### src/rtl/rbd_pkg.sv
// Package for the 2x2 box downscaler: types, constants and channel arithmetic.
`timescale 1ns / 1ps

package rbd_pkg;

   localparam int PIXEL_WIDTH        = 32;
   localparam int PAIR_WIDTH         = 36;
   localparam int CSR_WIDTH          = 13;
   localparam int CSR_INDEX_WIDTH    = 1;
   localparam int RESET_SIZE         = 1024;
   localparam int DEFAULT_MAX_WIDTH  = 4096;
   localparam int DEFAULT_MAX_HEIGHT = 4096;

   // Register indexes of the CSR port
   localparam logic [CSR_INDEX_WIDTH-1:0] REG_SOURCE_WIDTH  = 1'b0;
   localparam logic [CSR_INDEX_WIDTH-1:0] REG_SOURCE_HEIGHT = 1'b1;

   typedef logic [PIXEL_WIDTH-1:0] pixel_type;
   typedef logic [PAIR_WIDTH-1:0]  pair_type;

   // Control that travels with a pair sum from the scan stage to the averaging stage
   typedef struct packed {
      logic emit;      // this request completes an output block
      logic use_self;  // last row of an odd-height image: pair averages with itself
      logic row_end;
      logic image_end;
   } ctl_type;

   // Last position (size - 1) for a register value, zero taken as one, clamped to limit
   function automatic int size_last(input logic [CSR_WIDTH-1:0] value, input int limit);
      int v;
      v = int'(value);
      if (v == 0) begin
         return 0;
      end
      if (v > limit) begin
         return limit - 1;
      end
      return v - 1;
   endfunction

   // Four 9-bit channel sums of two pixels, packed at 9-bit spacing
   function automatic pair_type pair_sum(input pixel_type a, input pixel_type b);
      pair_type r;
      r = '0;
      for (int c = 0; c < 4; c++) begin
         r[9*c +: 9] = 9'(a[8*c +: 8]) + 9'(b[8*c +: 8]);
      end
      return r;
   endfunction

   // Rounded mean of the four pixels held in two packed pair sums, per channel
   function automatic pixel_type block_mean(input pair_type p, input pair_type q);
      pixel_type r;
      logic [10:0] t;
      r = '0;
      for (int c = 0; c < 4; c++) begin
         t = 11'(p[9*c +: 9]) + 11'(q[9*c +: 9]) + 11'd2;
         r[8*c +: 8] = t[9:2];
      end
      return r;
   endfunction

endpackage

### src/rtl/rbd_scan.sv
// Raster position tracking, horizontal pair sums and line store access.
`timescale 1ns / 1ps

module rbd_scan
   import rbd_pkg::*;
#(
   parameter int MAX_WIDTH  = DEFAULT_MAX_WIDTH,
   parameter int MAX_HEIGHT = DEFAULT_MAX_HEIGHT,
   parameter int LINE_DEPTH = (MAX_WIDTH + 1) / 2,
   parameter int AW         = (LINE_DEPTH > 1) ? $clog2(LINE_DEPTH) : 1
) (
   input  logic                       clock,
   input  logic                       reset,
   input  logic                       csr_we,
   input  logic [CSR_INDEX_WIDTH-1:0] csr_index,
   input  logic [CSR_WIDTH-1:0]       csr_wdata,
   input  logic                       accept,
   input  pixel_type                  in_pixel,
   output pair_type                   pair,
   output ctl_type                    ctl,
   output logic                       line_wr_en,
   output logic [AW-1:0]              line_addr,
   output logic                       line_rd_en
);

   localparam int CW = $clog2(MAX_WIDTH);
   localparam int RW = $clog2(MAX_HEIGHT);
   localparam int X_RESET_LAST = (RESET_SIZE > MAX_WIDTH) ? MAX_WIDTH - 1 : RESET_SIZE - 1;
   localparam int Y_RESET_LAST = (RESET_SIZE > MAX_HEIGHT) ? MAX_HEIGHT - 1 : RESET_SIZE - 1;

   logic [CW-1:0] last_x_ff, last_x_in;
   logic [RW-1:0] last_y_ff, last_y_in;
   logic [CW-1:0] col_ff, col_in;
   logic [RW-1:0] row_ff, row_in;
   pixel_type     held_ff, held_in;

   logic x_even, x_last, y_even, y_last, have_pair;

   // Position decode
   always_comb begin
      x_even    = ~col_ff[0];
      x_last    = (col_ff == last_x_ff);
      y_even    = ~row_ff[0];
      y_last    = (row_ff == last_y_ff);
      have_pair = ~x_even | x_last;
      pair      = x_even ? pair_sum(in_pixel, in_pixel) : pair_sum(held_ff, in_pixel);
      line_addr = AW'(col_ff >> 1);
   end

   // Line store access and result control
   always_comb begin
      line_wr_en    = accept & have_pair & y_even & ~y_last;
      line_rd_en    = accept & have_pair & ~y_even;
      ctl.emit      = have_pair & (~y_even | y_last);
      ctl.use_self  = y_even;
      ctl.row_end   = (line_addr == AW'(last_x_ff >> 1));
      ctl.image_end = ctl.row_end & ((row_ff >> 1) == (last_y_ff >> 1));
   end

   // Next state: config writes restart the image, requests advance the scan
   always_comb begin
      last_x_in = last_x_ff;
      last_y_in = last_y_ff;
      col_in    = col_ff;
      row_in    = row_ff;
      held_in   = held_ff;
      if (csr_we) begin
         case (csr_index)
            REG_SOURCE_WIDTH: begin
               last_x_in = CW'(size_last(csr_wdata, MAX_WIDTH));
            end
            REG_SOURCE_HEIGHT: begin
               last_y_in = RW'(size_last(csr_wdata, MAX_HEIGHT));
            end
            default: begin
            end
         endcase
         col_in  = '0;
         row_in  = '0;
         held_in = '0;
      end else if (accept) begin
         if (x_even && !x_last) begin
            held_in = in_pixel;
         end
         if (x_last) begin
            col_in = '0;
            row_in = y_last ? '0 : row_ff + 1'b1;
         end else begin
            col_in = col_ff + 1'b1;
         end
      end
   end

   always_ff @(posedge clock) begin
      if (reset) begin
         last_x_ff <= CW'(X_RESET_LAST);
         last_y_ff <= RW'(Y_RESET_LAST);
         col_ff    <= '0;
         row_ff    <= '0;
         held_ff   <= '0;
      end else begin
         last_x_ff <= last_x_in;
         last_y_ff <= last_y_in;
         col_ff    <= col_in;
         row_ff    <= row_in;
         held_ff   <= held_in;
      end
   end

endmodule

### config.mk
export PLATFORM = sky130hd
export DESIGN_NAME = rbd_scan
export DESIGN_NICKNAME = d
export VERILOG_FILES = /design/src/rtl/rbd_pkg.sv /design/src/rtl/rbd_scan.sv
export SDC_FILE = /design/constraint.sdc
export NUM_CORES = 1
export LEC_CHECK = 0
export BUFFER_PORTS_ARGS = -buffer_cell sky130_fd_sc_hd__buf_4
export CORE_MARGIN = 10
export CORE_UTILIZATION = 55
export CTS_BUF_LIST = sky130_fd_sc_hd__clkbuf_4 sky130_fd_sc_hd__clkbuf_8
export DETAILED_ROUTE_END_ITERATION = 10
export HOLD_SLACK_MARGIN = 0.06
export PLACE_DENSITY_LB_ADDON = 0.1
export RECOVER_POWER = 100
export SKIP_LAST_GASP = 1
export SLEW_MARGIN = 20
export SYNTH_ARGS = -nofsm -noshare
export SYNTH_HDL_FRONTEND = slang
export SYNTH_SLANG_ARGS = --single-unit
export TNS_END_PERCENT = 30
### constraint.sdc
create_clock -name clock -period 3.94 [get_ports clock]
set_input_delay 0.788 -clock clock [delete_from_list [all_inputs] [get_ports clock]]
set_output_delay 0.788 -clock clock [all_outputs]
set_load 0.005 [all_outputs]
Word-level counts from Yosys, hierarchy flattened
Index checks and enable logic that the tools add are counted.
{"block": "word_totals", "register_bits": 80}
{"block": "op_classes", "add_sub_neg": 11, "magnitude_cmp": 1, "eq_ne": 4, "n_mux": 20, "bitwise_logic": 12, "reduce_logical": 8}
{"op": "$mux 12", "count": 7}
{"op": "$add 8x8->9", "count": 8}
{"op": "$mux 36", "count": 1}
{"op": "$add 12x1->12 const B", "count": 2}
{"op": "$eq 12x12->1", "count": 2}
{"op": "$eq 11x11->1", "count": 2}
{"op": "$gt 13x13->1 const B", "count": 1}
{"op": "$logic_not 13->1", "count": 1}
{"op": "$mux 1", "count": 12}
{"op": "$sub 12x1->12 const B", "count": 1}
{"op": "$reduce_and 2->1", "count": 4}
{"op": "$and 1x1->1", "count": 6}
{"op": "$not 1->1", "count": 4}
{"op": "$or 1x1->1", "count": 2}
{"op": "$reduce_or 2->1", "count": 1}
{"op": "$logic_and 1x1->1", "count": 1}
{"op": "$logic_not 1->1", "count": 1}

Longest topological paths before layout
{"block": "logic_depth", "word_depth": 9, "mapped_depth": 10, "ltp_nobuf": 8}

Worst setup path before layout
Ideal clock, no wire load.
{"block": "synth_timing", "path_type": "reg-to-output", "start": "register col_ff[0]", "end": "output port pair[15]", "arrival_ns": 2.774, "setup_slack_ns": 0.378, "stages_incl_launch_ff": 11, "path_cell_list": "dfxtp_1 clkbuf_1 buf_1 mux2_2 ha_1 fa_1 a21o_1 a21oi_1 o21bai_1 a21oi_1 xnor2_1"}
{"block": "synth_via", "elab_chain_cells": 1}
{"item": "start: declaration", "line": "rbd_scan.sv:33", "rtl": "logic [CW-1:0] col_ff, col_in;"}
{"item": "start signal: assignment", "line": "rbd_scan.sv:104", "rtl": "col_ff <= col_in;"}
{"item": "$mux 36", "line": "rbd_scan.sv:46", "rtl": "pair = x_even ? pair_sum(in_pixel, in_pixel) : pair_sum(held_ff, in_pixel);"}
{"item": "end: declaration", "line": "rbd_scan.sv:19", "rtl": "output pair_type pair,"}
Every way passes these cells.

Final worst setup path
{"block": "layout_timing", "start": "register col_ff[0]", "end": "output port pair[6]"}
Same word-level chain as after synthesis.

==> flow_metrics.tcl <==
set metrics [dict create \
    cp-end-kind "primary output" \
    drt_iter0_drc 281 \
    cts.path.max_buffers 2 \
    hold_buffers 0 \
    period_minus_slack_ns 3.726 \
    reg2reg_from "col_ff[1]" \
    async_flop_share 0 \
    post_synth_num_cell_types 54 \
    setup_tns_ns 0 \
    cts_tree "yes" \
    clk_pin_slew_ns 0.08 \
    status "finished, final reports clean" \
    synth_area_per_cell_sq_um 8.264 \
    cts_num_sinks 80 \
    p_per_area_nw_per_um2 338.2 \
    antenna_found_initial 0 \
    synth-warning-count 0 \
    p_clk_frac 0.356 \
    max_freq_ghz 0.2684 \
    numCtsBuffers 9 \
    grt_pass1_wl_microns 21170 \
    p_int_mw 1.556 \
    hold_slack_ns 0.4715 \
    crit_fanout 16 \
    synth_seq_area_share 0.2991 \
    ys_ff_latch 80 \
    finalHoldViolCount 0 \
    grt_max_degree 66 \
    synth.net_count 738 \
    yosysTopAreaCell "dfxtp_1" \
    io_buffers 102 \
    wirelength_microns 12720 \
    die_h_microns 118.7 \
    min_from "held_ff[10]" \
    drv_slew 0 \
    final_layout_size_suffix_gt1_frac 0.2179 \
    p_sw_mw 0.5748 \
    reg2reg_to "row_ff[9]" \
    skew_ns 0.01194 \
    seq_area_sq_um 1605 \
    gr-total-overflow 0 \
    num_vias 4772 \
    synth_top_cell_area_share 0.2991 \
    rsz0062_at_grt "false" \
    leakage_nw 2.497 \
    coreArea_sq_um 9371 \
    vias_per_cell 5.588 \
    globalRouteTotalUtil 0.1741 \
    post-synth-top-count-cell "dfxtp_1" \
    crit_path_end "pair[6]" \
    r2r_cells 5 \
    gp_congestion 0.8405 \
    multiInputGateArea_sq_um 3463 \
    seq_power_share 0.399 \
    cts_root_buf "clkbuf_8" \
    dp.final_hpwl_microns 9800 \
    critPathKind "reg -> out" \
    ioPinCount 103 \
    maxCapViolCount 0 \
    min_path_type "reg -> reg" \
    tightest_slew_ns 1.178 \
    num_antenna_cells 0 \
    drtAntennaViolNets 0 \
    arrival_ns 2.94 \
    remaining_drc_errors 0 \
    r2r_slack_ns 1.19 \
    fill_cells 827 \
    grt_pass1_vias 4557 \
    finalCritPeriodShare 0.9456 \
    drt_first_pass_iters 6 \
    comb_power_share 0.244 \
    slew_headroom 0.2063 \
    critPathRequiredTime_ns 3.15 \
    clock_latency_ns 0.36 \
    htree_levels 3 \
    fin_nets 810 \
    die_area_sq_um 14080 \
    swShare 0.2697 \
    wl_per_cell_microns 14.89 \
    synth_edf_count 0 \
    finalSetupViolations 0 \
    area_delta_synth_final_pct 17.64 \
    synthTopCellsByArea "dfxtp_1 30%, ha_1 8.4%, mux2_2 6.7%" \
    critPathLaunch "col_ff[0]" \
    startpoint_type "register" \
    ir_worst_vdd_uv 171.3 \
    rows 35 \
    start_util 0.5714 \
    netlist_instances 648 \
    syn_area_sq_um 5355 \
    die_x_microns 118.7 \
    synth_common_cells "80 x dfxtp_1, 62 x nand2_1, 56 x o21ai_0" \
    synth_ff_type "dfxtp_1" \
]
## repair_timing
item	CTS	global route
endpoints found under the setup margin	0	3
resized for setup	0	1
endpoints found under the hold margin	0	0
setup buffers	0	0
## through the flow
stage	setup WS [ns]	power (mW)	utilization	instance area [sq um]	cells
floorplan	0.3776	1.177	-	5355	648
global placement	0.4213	1.398	0.6501	6092	838
finish	0.2145	2.131	0.6722	6300	854
global route	0.04724	2.242	0.6722	6300	854
detailed placement	0.3558	1.409	0.6501	6092	838
CTS	0.1043	2.165	0.6772	6346	854
## cell usage in the layout, fill, tap and decap left out, types with 26 or more instances in the layout
cell	netlist	final
dfxtp_1	80	79
clkbuf_4	0	39
nand2_1	62	62
xor2_1	26	26
nor2_1	43	42
mux2_2	32	31
o21ai_0	56	57
xnor2_1	36	36
nand3_1	43	44
a21oi_1	45	45
buf_4	13	59
ha_1	36	36
## area by class of cell
cell class / instances / share of cell area
Tap cell: 129 / 0.02562
Clock inverter: 5 / 0.01629
Multi-Input combinational cell: 510 / 0.5498
Clock buffer: 11 / 0.02403
Timing Repair Buffer: 107 / 0.1223
Inverter: 12 / 0.007150
Sequential cell: 80 / 0.2548
## power by group through the flow
stage | sequential [mW] | clock [mW] | combinational [mW]
2_1_floorplan | 0.863 | 0 | 0.314
3_3_place_gp | 0.869 | 0 | 0.529
3_5_place_dp | 0.870 | 0 | 0.539
4_1_cts | 0.851 | 0.771 | 0.542
5_1_grt | 0.854 | 0.805 | 0.583
6_report | 0.851 | 0.759 | 0.521
## state kept, by name, summed over array words and instances, names as in the netlist
register	cells
last_y_ff	12
last_x_ff	12
row_ff	12
held_ff	32
col_ff	12
## worst min-delay path by stage
stage                        to  slack, ns  depth (start not counted)
floorplan            held_ff[0]       0.44                          2
global placement    held_ff[29]       0.45                          2
detailed placement   held_ff[6]       0.46                          2
CTS                 held_ff[23]       0.48                          2
global route        held_ff[10]       0.50                          2
finish              held_ff[10]       0.47                          2
## logic make-up (layout without fill, tap and decap cells)
| family | count (synthesis) | count (layout) | share of synthesized area |
|---|---|---|---|
| AOI/OAI and AO/OA | 144 | 144 | 0.1589 |
| and+or+nand+nor | 227 | 227 | 0.2110 |
| buffers and inverters | 58 | 135 | 0.05397 |
| muxes | 34 | 34 | 0.07103 |
| adders and majority gates | 43 | 43 | 0.1047 |
| xor gates and xnor gates | 62 | 62 | 0.1014 |
| DFF | 80 | 80 | 0.2991 |
## per-layer routing
layer,up-vias,wire (microns),GRT usage,part of all wire
met2,110,5732,0.2687,0.45
met4,0,165,0.06183,0.013
met5,-,0,0,0
met3,13,772,0.04855,0.061
li1,2448,-,-,-
met1,2201,6045,0.2266,0.48
## worst max-delay path, stage by stage (launching register included)
cell	delay, ns
dfxtp_4	0.50
buf_4	0.22
mux2_1	0.37
fa_1	0.45
a21o_1	0.20
a21oi_1	0.24
o21bai_1	0.09
a21oi_1	0.23
xnor2_1	0.14
clkbuf_4	0.15
No activity file was read; power rests on OpenSTA's default activity.
