## src/rtl/rbd_pkg.sv

```systemverilog
// Package for the 2x2 box downscaler: types, constants and channel arithmetic.
`timescale 1ns / 1ps

package rbd_pkg;

   localparam int PIXEL_WIDTH        = 32;
   localparam int PAIR_WIDTH         = 36;
   localparam int CSR_WIDTH          = 13;
   localparam int CSR_INDEX_WIDTH    = 1;
   localparam int RESET_SIZE         = 1024;
   localparam int DEFAULT_MAX_WIDTH  = 4096;
   localparam int DEFAULT_MAX_HEIGHT = 4096;

   // Register indexes of the CSR port
   localparam logic [CSR_INDEX_WIDTH-1:0] REG_SOURCE_WIDTH  = 1'b0;
   localparam logic [CSR_INDEX_WIDTH-1:0] REG_SOURCE_HEIGHT = 1'b1;

   typedef logic [PIXEL_WIDTH-1:0] pixel_type;
   typedef logic [PAIR_WIDTH-1:0]  pair_type;

   // Control that travels with a pair sum from the scan stage to the averaging stage
   typedef struct packed {
      logic emit;      // this request completes an output block
      logic use_self;  // last row of an odd-height image: pair averages with itself
      logic row_end;
      logic image_end;
   } ctl_type;

   // Last position (size - 1) for a register value, zero taken as one, clamped to limit
   function automatic int size_last(input logic [CSR_WIDTH-1:0] value, input int limit);
      int v;
      v = int'(value);
      if (v == 0) begin
         return 0;
      end
      if (v > limit) begin
         return limit - 1;
      end
      return v - 1;
   endfunction

   // Four 9-bit channel sums of two pixels, packed at 9-bit spacing
   function automatic pair_type pair_sum(input pixel_type a, input pixel_type b);
      pair_type r;
      r = '0;
      for (int c = 0; c < 4; c++) begin
         r[9*c +: 9] = 9'(a[8*c +: 8]) + 9'(b[8*c +: 8]);
      end
      return r;
   endfunction

   // Rounded mean of the four pixels held in two packed pair sums, per channel
   function automatic pixel_type block_mean(input pair_type p, input pair_type q);
      pixel_type r;
      logic [10:0] t;
      r = '0;
      for (int c = 0; c < 4; c++) begin
         t = 11'(p[9*c +: 9]) + 11'(q[9*c +: 9]) + 11'd2;
         r[8*c +: 8] = t[9:2];
      end
      return r;
   endfunction

endpackage

```

## src/rtl/rbd_if.sv

```systemverilog


interface rbd_rsp_if
   import rbd_pkg::*;
();
   logic      valid;
   logic      ready;
   pixel_type out_pixel;
   logic      row_end;
   logic      image_end;

   modport source (output valid, output out_pixel, output row_end, output image_end,
                   input ready);
   modport sink (input valid, input out_pixel, input row_end, input image_end,
                 output ready);
endinterface

```

## src/rtl/rbd_avg.sv

```systemverilog
// Averaging stage and output register of the downscaler.
`timescale 1ns / 1ps

module rbd_avg
   import rbd_pkg::*;
(
   input  logic     clock,
   input  logic     reset,
   input  logic     load,
   input  pair_type pair,
   input  ctl_type  ctl,
   input  pair_type line_data,
   output logic     can_load,
   rbd_rsp_if.source rsp
);

   logic     s1_valid_ff, s1_valid_in;
   pair_type s1_pair_ff;
   ctl_type  s1_ctl_ff;
   logic     out_valid_ff, out_valid_in;
   pixel_type out_pixel_ff;
   logic     out_row_end_ff;
   logic     out_image_end_ff;
   logic     s1_adv;

   // Handshake between pair stage and output register
   always_comb begin
      s1_adv       = s1_valid_ff & (~out_valid_ff | rsp.ready);
      can_load     = ~s1_valid_ff | s1_adv;
      s1_valid_in  = load | (s1_valid_ff & ~s1_adv);
      out_valid_in = s1_adv | (out_valid_ff & ~rsp.ready);
   end

   always_ff @(posedge clock) begin
      if (reset) begin
         s1_valid_ff  <= 1'b0;
         out_valid_ff <= 1'b0;
      end else begin
         s1_valid_ff  <= s1_valid_in;
         out_valid_ff <= out_valid_in;
      end
   end

   // Payload: pair sum held while line store data arrives, then the mean
   always_ff @(posedge clock) begin
      if (load) begin
         s1_pair_ff <= pair;
         s1_ctl_ff  <= ctl;
      end
      if (s1_adv) begin
         out_pixel_ff     <= block_mean(s1_ctl_ff.use_self ? s1_pair_ff : line_data,
                                        s1_pair_ff);
         out_row_end_ff   <= s1_ctl_ff.row_end;
         out_image_end_ff <= s1_ctl_ff.image_end;
      end
   end

   assign rsp.valid     = out_valid_ff;
   assign rsp.out_pixel = out_pixel_ff;
   assign rsp.row_end   = out_row_end_ff;
   assign rsp.image_end = out_image_end_ff;

endmodule

```

## src/flat_wrapper.sv

```systemverilog
// flat-port wrapper written by rule: the top's interface ports become plain ports
module rbd_avg_flat import rbd_pkg::*;
  (clock, reset, load, pair, ctl, line_data, can_load, rsp_valid, rsp_out_pixel, rsp_row_end, rsp_image_end, rsp_ready);
  rbd_rsp_if rsp_i ();
  input  logic clock;
  input  logic reset;
  input  logic load;
  input  pair_type pair;
  input  ctl_type ctl;
  input  pair_type line_data;
  output logic can_load;
  output wire logic [$bits(rsp_i.valid)-1:0] rsp_valid;
  output wire logic [$bits(rsp_i.out_pixel)-1:0] rsp_out_pixel;
  output wire logic [$bits(rsp_i.row_end)-1:0] rsp_row_end;
  output wire logic [$bits(rsp_i.image_end)-1:0] rsp_image_end;
  input wire logic [$bits(rsp_i.ready)-1:0] rsp_ready;
  assign rsp_valid = rsp_i.valid;
  assign rsp_out_pixel = rsp_i.out_pixel;
  assign rsp_row_end = rsp_i.row_end;
  assign rsp_image_end = rsp_i.image_end;
  assign rsp_i.ready = rsp_ready;
  rbd_avg u_core (.clock(clock), .reset(reset), .load(load), .pair(pair), .ctl(ctl), .line_data(line_data), .can_load(can_load), .rsp(rsp_i));
endmodule
```

## config.mk

```make
export PLATFORM = sky130hd
export DESIGN_NAME = rbd_avg_flat
export DESIGN_NICKNAME = d
export VERILOG_FILES = /design/src/rtl/rbd_pkg.sv /design/src/rtl/rbd_if.sv /design/src/rtl/rbd_avg.sv /design/src/flat_wrapper.sv
export SDC_FILE = /design/constraint.sdc
export NUM_CORES = 1
export LEC_CHECK = 0
export BUFFER_PORTS_ARGS = -buffer_cell sky130_fd_sc_hd__clkbuf_2
export CELL_PAD_IN_SITES_DETAIL_PLACEMENT = 1
export CELL_PAD_IN_SITES_GLOBAL_PLACEMENT = 2
export CORE_MARGIN = 3
export CORE_UTILIZATION = 30
export CTS_CLUSTER_SIZE = 8
export DETAILED_ROUTE_END_ITERATION = 10
export MAX_ROUTING_LAYER = met4
export PLACE_DENSITY_LB_ADDON = 0.1
export SETUP_SLACK_MARGIN = 0.3
export SLEW_MARGIN = 20
export SYNTH_ARGS = -nofsm -noshare
export SYNTH_HDL_FRONTEND = slang
export SYNTH_SLANG_ARGS = --single-unit
```

## constraint.sdc

```tcl
create_clock -name clock -period 3.8 [get_ports clock]
set_clock_uncertainty 0.1 [all_clocks]
set_input_delay 0.76 -clock clock [delete_from_list [all_inputs] [get_ports clock]]
set_output_delay 0.76 -clock clock [all_outputs]
set_load 0.01 [all_outputs]
```

Word level (Yosys, flattened, before mapping)

Cells that the tools add are included.
Widths: inputs -> output; s select.

Add/sub/neg operators: 8
Bitwise logic cells: 11
Mux-type cells: 1

Operator list:

| cell                  | count |
|---|---|
| $add 10x2->10 const B | 4 |
| $add 9x9->10          | 4 |
| $mux 36               | 1 |
| $not 1->1             | 4 |
| $or 1x1->1            | 4 |
| $and 1x1->1           | 3 |

Input bits: 80
Register bits after elaboration: 75
Output and inout port bits: 36

Depth between registers and ports, before layout

Word-level depth: 6
Mapped depth: 12
Mapped depth without buffers: 10

Least setup slack after synthesis

No wires, ideal clock.

Path kind: input-to-reg
Start point: input port rsp_ready
End point: register u_core.out_image_end_ff (netlist: u_core.rsp.image_end), enable pin
Data required time: 3.271 ns
Cell stages on the path: 2
Arrival: 2.366 ns
Slack: 0.904 ns
Path through: nor2b_1 nor2b_1

Cells in the longest elaborated chain, start to end: 2

RTL lines:

| element                 | line               | text |
|---|---|---|
| start: declaration      | flat_wrapper.sv:16 | `input wire logic [$bits(rsp_i.ready)-1:0] rsp_ready;` |
| $or 1x1->1              | rbd_avg.sv:28      | `s1_adv = s1_valid_ff & (~out_valid_ff \| rsp.ready);` |
| $and 1x1->1             | rbd_avg.sv:28      |  |
| named net u_core.s1_adv | rbd_avg.sv:24      | `logic s1_adv;` |
| end signal: assignment  | rbd_avg.sv:54      | `out_image_end_ff <= s1_ctl_ff.image_end;` |
| end: declaration        | rbd_avg.sv:23      | `logic out_image_end_ff;` |

The timed path passes the listed nets, and every way through them passes these cells.
A chain may end at the register's enable or synchronous reset.

Worst setup path after layout

Start point: register u_core.s1_ctl_ff[2] (netlist name)
End point: register u_core.out_pixel_ff[6] (netlist: u_core.rsp.out_pixel[6]) (data pin)

Cells in the longest elaborated chain, start to end: 3

RTL lines:

| element                  | line          | text |
|---|---|---|
| start: declaration       | rbd_avg.sv:19 | `ctl_type s1_ctl_ff;` |
| start signal: assignment | rbd_avg.sv:48 | `s1_ctl_ff <= ctl;` |
| $mux 36                  | rbd_avg.sv:51 | `out_pixel_ff <= block_mean(s1_ctl_ff.use_self ? s1_pair_ff : line_data,` |
| $add 9x9->10             | rbd_pkg.sv:58 | `t = 11'(p[9*c +: 9]) + 11'(q[9*c +: 9]) + 11'd2;` |
| $add 10x2->10            | rbd_pkg.sv:58 |  |
| end signal: assignment   | rbd_avg.sv:51 |  |
| end: declaration         | rbd_avg.sv:21 | `pixel_type out_pixel_ff;` |

No other way between the ends.

==> flow_summary.toml <==
[run_status]
status = "finished clean"

[power_and_ir_drop]
p_int_uw = 2160
power_leakage_uw = 0.00246
p_seq_share_pct = 36.7
p_sw_share_pct = 27.1
p_sw_uw = 802
power.total_uw = 2960
cellPowerDensity_mw_per_mm2 = 525
ir_worst_vdd_mv = 0.244
p_clk_share_pct = 35.3
pwr-share-comb_pct = 28.0

[sta]
max_freq_ghz = 0.334
setup_viol = 0
fin_crit_sh_pct = 78.8
tightest_slew_ns = 0.685
hold_viol = 0
setup_tns_ns = 0
drv_slew = 0
relSlewSlack_pct = 54.2
rsz0062_at_grt = "no"
period_needed_ns = 2.99

[critical_path]
r2r-start = "u_core.s1_ctl_ff[2]"
r2r_end = "u_core.rsp.out_pixel[6]"
worst-setup-path-type = "reg -> reg"
rrSetupSlack_ns = 0.81
critical_path.startpoint = "u_core.s1_ctl_ff[2]"
crit_required_ns = 3.76
crit_path_start_kind = "flop"
reg2regPathDepth = 9
cp_max_fo = 36
worstSetupEndpointType = "flop"
worstPathArrival_ns = 2.96

[place]
dp_hpwl_mm = 7.48
port_buffers = 114
place.gp.congestion = 0.744

[detailed_routing]
viasPerCell = 4.69
wl_per_cell_um = 15.3
drt-total-wl_mm = 9.90
detail-route-antenna-nets = 0
drtIter0Drc = 157
drc = 0
vias = 3029
dr.pass1.iters = 4

[layout]
layout.nets = 605
final_cell_mix = "113 x clkbuf_2, 73 x edfxtp_1, 60 x ha_1"
num-fill-cells = 1572
final_common_cell = "clkbuf_2"
diodes = 0
drive_gt1_share_pct = 35.2
area_growth_pct = 26.5

[clock_tree]
cts-resized-gates = 0
cts_sinks = 75
h-tree-depth = 3
post_cts_buffers = 0
insertion_delay_ns = 0.33
clockBufferDepth = 2
cts_buffers = 9
clk_pin_slew_ns = 0.06
holdBufCountCts = 0
cts_root_buf = "clkbuf_16"
cts_tree = "done"

[global_routing]
antenna_found_initial = 0
grt_usage_pct = 13.1
grt_pass1_wl_mm = 16.1
gr-total-overflow = 0
grt_start_max_net_pins = 41
grt_pass1_vias = 3292

[floorplan]
fp.dieH_um = 128
pin_count = 116
design.core.area_mm2 = 0.0142
die-width_um = 128
initial_core_util_pct = 31.3
die_area_mm2 = 0.0163
rows = 43

[min_path]
min_from = "u_core.s1_ctl_ff[1]"
hold_class = "reg -> reg"
holdPathStages = 0
whs_endpoint = "u_core.rsp.row_end"

[synth]
ys_seq_area_share_pct = 50.2
synthCells = 337
ys_ff_latch = 75
ys_warn_count = 0
syn-mean-instance-area_um2 = 13.2
syn_nets = 481
yosysUniqueCellTypes = 33
syn_area_mm2 = 0.00445

[flow_run]
drv_cap = 0
-- per-stage QoR --
stage	util, %	setup slack [ns]	hold slack (ns)	cell area, µm²	instances
floorplan	-	0.904	0.300	4450	337
global placement	37.1	0.699	0.307	5270	630
detailed placement	37.1	0.690	0.309	5270	630
CTS	39.6	0.762	0.324	5630	646
global route	39.6	0.601	0.324	5630	646
finish	39.6	0.805	0.323	5630	646
-- critical path, cell delays in order (launching register included) --
cell,delay (ns)
edfxtp_1,0.37
buf_12,0.25
mux2_2,0.37
ha_1,0.28
ha_1,0.37
and2_0,0.18
o21ai_0,0.18
o21ai_0,0.17
a221oi_1,0.31
o211ai_1,0.14
-- sequential cells by signal (all words and copies together), names as in the netlist --
register,cells
u_core.rsp.image_end,1
u_core.rsp.out_pixel,32
u_core.rsp.row_end,1
u_core.rsp.valid,1
u_core.s1_ctl_ff,3
u_core.s1_pair_ff,36
u_core.s1_valid_ff,1
-- worst max-delay path by stage --
stage | to | slack, ns
after floorplan | u_core.rsp.image_end | 0.90
after global placement | u_core.rsp.out_pixel[7] | 0.70
after detailed placement | u_core.rsp.out_pixel[6] | 0.69
after CTS | u_core.rsp.out_pixel[31] | 0.76
after global routing | u_core.rsp.out_pixel[31] | 0.60
final | u_core.rsp.out_pixel[6] | 0.81
-- kinds of logic after synthesis --
group,count (synthesis),synth area share [%]
buffers and inverters,17,1.60
multiplexers,33,8.21
AND/OR/NAND/NOR,63,7.96
AO/OA/AOI/OAI,61,8.69
flip-flops,75,50.2
XOR/XNOR,24,4.72
adder cells (fa/ha/maj),64,18.7
-- cells in the mapped netlist --
| cell type | number | area share (%) |
|---|---|---|
| o21a_1 | 1 | 0.17 |
| o21ai_0 | 9 | 1.0 |
| o31a_1 | 1 | 0.20 |
| edfxtp_1 | 73 | 49 |
| o311ai_0 | 3 | 0.59 |
| ha_1 | 60 | 17 |
| and2_1 | 3 | 0.42 |
| nand2_1 | 14 | 1.2 |
| xor2_1 | 7 | 1.4 |
| nor2_1 | 12 | 1.0 |
| nor3b_4 | 3 | 1.3 |
| inv_1 | 13 | 1.1 |
| nor3_1 | 3 | 0.34 |
| a211o_1 | 3 | 0.59 |
| mux2i_1 | 5 | 1.1 |
| o211ai_1 | 10 | 1.7 |
| a21oi_1 | 22 | 2.5 |
| a31oi_1 | 3 | 0.42 |
| or3_1 | 4 | 0.56 |
| buf_2 | 3 | 0.34 |
| and3_1 | 3 | 0.42 |
| a221oi_1 | 1 | 0.20 |
| and2_0 | 1 | 0.14 |
| xnor2_1 | 17 | 3.3 |
| mux2_2 | 28 | 7.1 |
| nand3_1 | 11 | 1.2 |
| nor2b_1 | 7 | 0.98 |
| dfxtp_1 | 2 | 0.90 |
| a21o_1 | 8 | 1.3 |
| or3b_4 | 1 | 0.25 |
| nand2b_1 | 1 | 0.14 |
| buf_4 | 1 | 0.17 |
| fa_1 | 4 | 1.8 |
-- metal layers --
metal / track usage, % / wire [µm] / up-vias
met2: 20.5 / 4610 / 80
li1: - / - / 1526
met1: 15.9 / 4540 / 1415
met3: 4.79 / 656 / 8
met5: - / 0 / -
met4: 3.93 / 100 / 0
-- cell type report --
class	count	area, µm²	share of cell area (%)
flip-flops and latches	75	2230	39.7
multi-input cells	245	2150	38.3
repair buffers	117	608	10.8
clock buffers	11	233	4.13
well taps	180	225	4.00
clock inverters	5	128	2.27
inverters	13	48.8	0.867
-- power by group through the flow --
stage	Sequential, µW	Clock [µW]	Combinational [µW]
after floorplan	1130	0	572
after global placement	1100	0	826
after detailed placement	1100	0	847
after CTS	1090	1080	850
after global routing	1100	1110	951
final	1090	1040	829
Note: power is estimated with default switching activity, not from simulation.
